## config.mk

```make
export PLATFORM = sky130hd
export DESIGN_NAME = pal_queue
export DESIGN_NICKNAME = d
export VERILOG_FILES = /design/src/hw/rtl/pal_pkg.sv /design/src/hw/rtl/pal_queue.sv
export SDC_FILE = /design/constraint.sdc
export NUM_CORES = 1
export LEC_CHECK = 0
export BUFFER_PORTS_ARGS = -buffer_cell sky130_fd_sc_hd__buf_2
export CORE_UTILIZATION = 45
export DETAILED_ROUTE_END_ITERATION = 8
export PLACE_DENSITY_LB_ADDON = 0.15
export SETUP_SLACK_MARGIN = 0.2
export SYNTH_ARGS = -nofsm -noshare
export SYNTH_HDL_FRONTEND = slang
export SYNTH_SLANG_ARGS = --single-unit
```

## constraint.sdc

```tcl
create_clock -name clk -period 4 [get_ports clk]
set_input_delay 0.6 -clock clk [delete_from_list [all_inputs] [get_ports clk]]
set_output_delay 0.6 -clock clk [all_outputs]
set_load 0.02 [all_outputs]
```

## src/hw/rtl/pal_pkg.sv

```systemverilog
`default_nettype none
// ----------------------------------------------------------------------------
// pal_pkg
// Shared types, widths and constants for the polyline arc length block.
// ----------------------------------------------------------------------------
package pal_pkg;

    localparam int COORD_W   = 32;
    localparam int DIFF_W    = COORD_W + 1;
    localparam int SUM_W     = 48;
    localparam int SCALE_W   = 32;
    localparam int BULGE_W   = 24;
    localparam int ROOT_W    = 34;
    localparam int RAD_W     = 2 * ROOT_W;
    localparam int SREM_W    = ROOT_W + 2;
    localparam int MUL_W     = 34;
    localparam int PROD_W    = 2 * MUL_W;
    localparam int ACC_W     = 82;
    localparam int HALF_W    = 24;
    localparam int CORD_W    = 41;
    localparam int ANG_W     = 33;
    localparam int AVAL_W    = 32;
    localparam int QUO_W     = 48;
    localparam int STEP_W    = 6;
    localparam int CFG_IDX_W = 1;
    localparam int CFG_W     = 32;
    localparam int FIFO_DEPTH = 4;
    localparam int FIFO_AW   = 2;
    localparam int FIFO_CW   = 3;

    localparam logic [CFG_IDX_W-1:0] REG_UNIT_SCALE = 1'd0;
    localparam logic [CFG_IDX_W-1:0] REG_BULGE      = 1'd1;

    localparam logic [SCALE_W-1:0] UNIT_SCALE_RESET = 32'd65536;
    localparam logic [SUM_W-1:0]   SUM_MAX          = {SUM_W{1'b1}};

    localparam logic [STEP_W-1:0] SQRT_LAST   = 6'd33;
    localparam logic [STEP_W-1:0] CORDIC_LAST = 6'd30;
    localparam logic [STEP_W-1:0] DIV_LAST    = 6'd47;

    typedef struct packed {
        logic signed [COORD_W-1:0] pos_x;
        logic signed [COORD_W-1:0] pos_y;
        logic signed [COORD_W-1:0] pos_z;
        logic                      last_point;
    } pal_in_t;

    typedef struct packed {
        logic [SUM_W-1:0] length_m;
        logic             used_arc;
        logic             overflowed;
    } pal_out_t;

    // one classified point handed from front to back
    typedef struct packed {
        logic [DIFF_W-1:0] dx;
        logic [DIFF_W-1:0] dy;
        logic [DIFF_W-1:0] dz;
        logic              has_seg;
        logic              last_point;
        logic              two_points;
    } pal_entry_t;

    typedef enum logic [4:0] {
        S_IDLE, S_SQX, S_SQY, S_SQZ, S_SQADD, S_SQRT, S_ACCUM,
        S_CORDIC, S_DIV, S_MAU, S_FSUM, S_AM0, S_AM1, S_AM2, S_ASAT,
        S_SM0, S_SM1, S_SM2, S_SSAT, S_EMIT
    } pal_state_t;

    // atan(2^-i) in Q.30 radians
    function automatic logic signed [ANG_W-1:0] atan_q30(input logic [4:0] i);
        logic [ANG_W-1:0] one;
        one = ANG_W'(1);
        unique case (i)
            5'd0:    atan_q30 = 33'sd843314857;
            5'd1:    atan_q30 = 33'sd497837829;
            5'd2:    atan_q30 = 33'sd263043837;
            5'd3:    atan_q30 = 33'sd133525159;
            5'd4:    atan_q30 = 33'sd67021688;
            5'd5:    atan_q30 = 33'sd33543515;
            5'd6:    atan_q30 = 33'sd16775850;
            5'd7:    atan_q30 = 33'sd8388437;
            5'd8:    atan_q30 = 33'sd4194283;
            5'd9:    atan_q30 = 33'sd2097149;
            5'd10:   atan_q30 = 33'sd1048576;
            default: atan_q30 = $signed(one << (5'd30 - i));
        endcase
    endfunction

endpackage
`default_nettype wire

```

## src/hw/rtl/pal_queue.sv

```systemverilog
`default_nettype none
// ----------------------------------------------------------------------------
// pal_queue
// Short FIFO of classified points between front and back.
// ----------------------------------------------------------------------------
module pal_queue
    import pal_pkg::*;
(
    input  wire logic       clk,
    input  wire logic       rst_n,
    input  wire logic       push,
    input  wire pal_entry_t wr_entry,
    output logic            full,
    input  wire logic       pop,
    output logic            empty,
    output pal_entry_t      head
);

    pal_entry_t           slot_reg [FIFO_DEPTH];
    logic [FIFO_AW-1:0]   wr_ptr_reg, rd_ptr_reg;
    logic [FIFO_CW-1:0]   count_reg;

    assign full  = (count_reg == FIFO_CW'(FIFO_DEPTH));
    assign empty = (count_reg == '0);
    assign head  = slot_reg[rd_ptr_reg];

    always_ff @(posedge clk)
    begin
        if (push)
        begin
            slot_reg[wr_ptr_reg] <= wr_entry;
        end
    end

    always_ff @(posedge clk or negedge rst_n)
    begin
        if (!rst_n)
        begin
            wr_ptr_reg <= '0;
            rd_ptr_reg <= '0;
            count_reg  <= '0;
        end
        else
        begin
            if (push)
            begin
                wr_ptr_reg <= wr_ptr_reg + FIFO_AW'(1);
            end
            if (pop)
            begin
                rd_ptr_reg <= rd_ptr_reg + FIFO_AW'(1);
            end
            if (push && !pop)
            begin
                count_reg <= count_reg + FIFO_CW'(1);
            end
            else if (pop && !push)
            begin
                count_reg <= count_reg - FIFO_CW'(1);
            end
        end
    end

endmodule
`default_nettype wire

```

==> reports/results.ini <==
[status]
outcome = finished clean

[drt]
antenna_left = 0
drt_iter0_drc = 503
vias = 6645
wl_met1_um = 11990
drtPass1Iterations = 4
highest-signal-layer = met5
wire_per_inst_um = 22.09
met3_length_um = 1343
totalWireLength_um = 28480
route.met2.wl_um = 14780
via_per_inst = 5.155
route.detailed.drc = 0

[logic_synthesis]
yosysWarnings = 0
synth_nets = 679
ys_ff_latch = 415
synth.top_cell.area_share_pct = 80.78
postSynthAreaPerCell_um2 = 26.75
syn_area_mm2 = 0.01517
synth.largest_area_cell = edfxtp_1
seq_area_frac_synth_pct = 81.93
yosysUniqueCellTypes = 21
synthTopCellsByArea = edfxtp_1 (81%), mux4_2 (15%), dfrtp_1 (1.2%)
synth_cells = 567

[critical_path]
cp_data_arrival_time_ns = 2.57
max_stage_delay_ns = 0.90
worstSetupPathType = reg2out
crit_required_ns = 3.40
worstSetupStartpointType = register
cp_top_family = flip-flops
reg2reg_depth = 4
cp-end-kind = output port
path_depth = 3
path_cells = buf_12 > mux4_2 > buf_2
crit_slowest_cell = dfrtp_4
critPathBufInv = 2
crit_fanout = 34

[placed_design]
dp_cells = 1207
place_area_mm2 = 0.01673
place.gp.congestion = 0.7341
io_buffers = 209
place_hpwl_um = 17190

[grt]
grt_overflow = 0
grt_pass1_wl_um = 43010
grt_max_degree = 73
antenna_found_initial = 2
grt_pass1_vias = 7407
grtUsageTotal_pct = 17.01

[hold_path]
hold_class = in2reg
holdPathStages = 1

[floorplanning]
die_area_mm2 = 0.03444
die_h_um = 185.6
rows = 66
core_mm2 = 0.03287
fp.dieW_um = 185.6
start_util_pct = 46.15
ios = 210

[power_and_ir_drop]
leakage_nw = 6.222
max-vdd-ir-drop_mv = 0.4151
p_per_area_mw_per_mm2 = 780.2

[cts]
clock_latency_ns = 0.52
cts_tree = built
cts_made_buffers = 44
cts_sinks = 415
clk_pin_slew_ns = 0.06
clock_path_buffers = 3
root_buffer = clkbuf_16
post_cts_buffers = 0
htreeDepth = 2

[timing]
rsz0062_at_grt = false
tightest_slew_ns = 0.8474
setup_viol = 0
final.min_clock_period_ns = 3.168
slew_headroom_pct = 43.51
finalHoldViolations = 0
fmax_mhz = 315.6
fin_skew_ns = 0.008075
fin_tns_setup_ns = 0
fin_crit_sh_pct = 79.20
drv_slew = 0
whs_ns = 0.2917

[final_layout]
fillers = 2541
syn_to_final_growth_pct = 20.05
instances_no_fill = 1289
stdcell_area_mm2 = 0.01821
nets = 924
drive_gt1_share_pct = 46.45
fin_util_pct = 55.40
largest_reg_flops = 408

[run]
max-cap-violations = 0

[kinds of logic after synthesis]
logic type	Yosys count	share of synthesized area [%]
DFF	415	81.93
muxes	103	15.22
buffers and inverters	27	1.600
and+or+nand+nor	9	0.3217
xor gates and xnor gates	6	0.3465
adders and majority gates	6	0.5445
AOI/OAI and AO/OA	1	0.03297
[worst register-to-register path: cells and delay by family, from the launching register on]
kind | cells | cell delay, ns
buf+inv | 2 | 0.57
flops | 1 | 0.40
fa+ha+maj | 1 | 0.16
simple gates | 1 | 0.61
[worst paths after layout]
path                                from         endpoint  slack (ns)
hold reg to reg             count_reg[2]     count_reg[2]        0.49
setup reg to reg           wr_ptr_reg[1]  slot_reg[1][59]        1.93
hold / removal               wr_entry[3]   slot_reg[1][3]        0.29
setup / recovery           rd_ptr_reg[0]         head[26]        0.83
max in group asynchronous          rst_n    rd_ptr_reg[1]        3.35
min in group asynchronous          rst_n     count_reg[2]        0.46
[through the flow]
step,power [mW],setup slack (ns)
after global placement,10.33,1.288
after global routing,14.87,0.6397
after detailed placement,10.41,1.276
final,14.21,0.8319
after floorplan,9.110,0.5564
after CTS,14.46,0.7124
[cell type report]
type                    instances  area (um^2)  share of cell area (%)
clock buffers                  60         1242                   6.823
well taps                     442        553.0                   3.037
flip-flops and latches        415        12430                   68.29
diodes                          1        2.502                 0.01374
clock inverters                20        220.2                   1.209
inverters                       4        15.01                 0.08246
multi-input cells             125         2507                   13.77
repair buffers                222         1234                   6.775
[cells in the final DEF (no fill, tap or decap), types with 2 or more instances in the layout]
cell type and n:
buf_2 209, inv_1 4, dfrtp_4 2, clkinvlp_4 2, buf_4 5, clkbuf_1 9
mux4_2 102, clkinv_2 5, xor2_1 4, clkbuf_8 6, clkbuf_16 45, xnor2_1 2
nand2_1 2, ha_1 5, bufinv_16 5, and2_4 4, dfrtp_1 5, edfxtp_1 408
clkinv_1 8, buf_12 7
[Yosys cell counts]
| master | n |
|---|---|
| xnor2_1 | 2 |
| buf_4 | 4 |
| and2_1 | 4 |
| xor2_1 | 4 |
| nor2_1 | 1 |
| buf_12 | 6 |
| buf_6 | 1 |
| mux2_2 | 1 |
| ha_1 | 5 |
| mux4_2 | 102 |
| nand2_1 | 2 |
| fa_1 | 1 |
| nor3_1 | 1 |
| buf_2 | 8 |
| nor3b_1 | 1 |
| edfxtp_1 | 408 |
| dfrtp_1 | 7 |
| buf_1 | 3 |
| inv_1 | 4 |
| buf_8 | 1 |
| o21ai_0 | 1 |
[report_power, final]
part	switching [mW]	internal [mW]
sequential	0.358	5.69
clock	1.55	2.49
combinational	2.40	1.72
[metal layers]
layer	track usage, %	vias up
met3	3.307	32
met4	4.590	2
met5	0	-
li1	-	2947
met2	29.45	174
met1	22.02	3490
[repair_timing]
action,in CTS,in global routing
gates resized for setup,0,0
hold endpoints to repair,7,0
hold buffers,1,0
No activity file was read; power rests on OpenSTA's default activity.
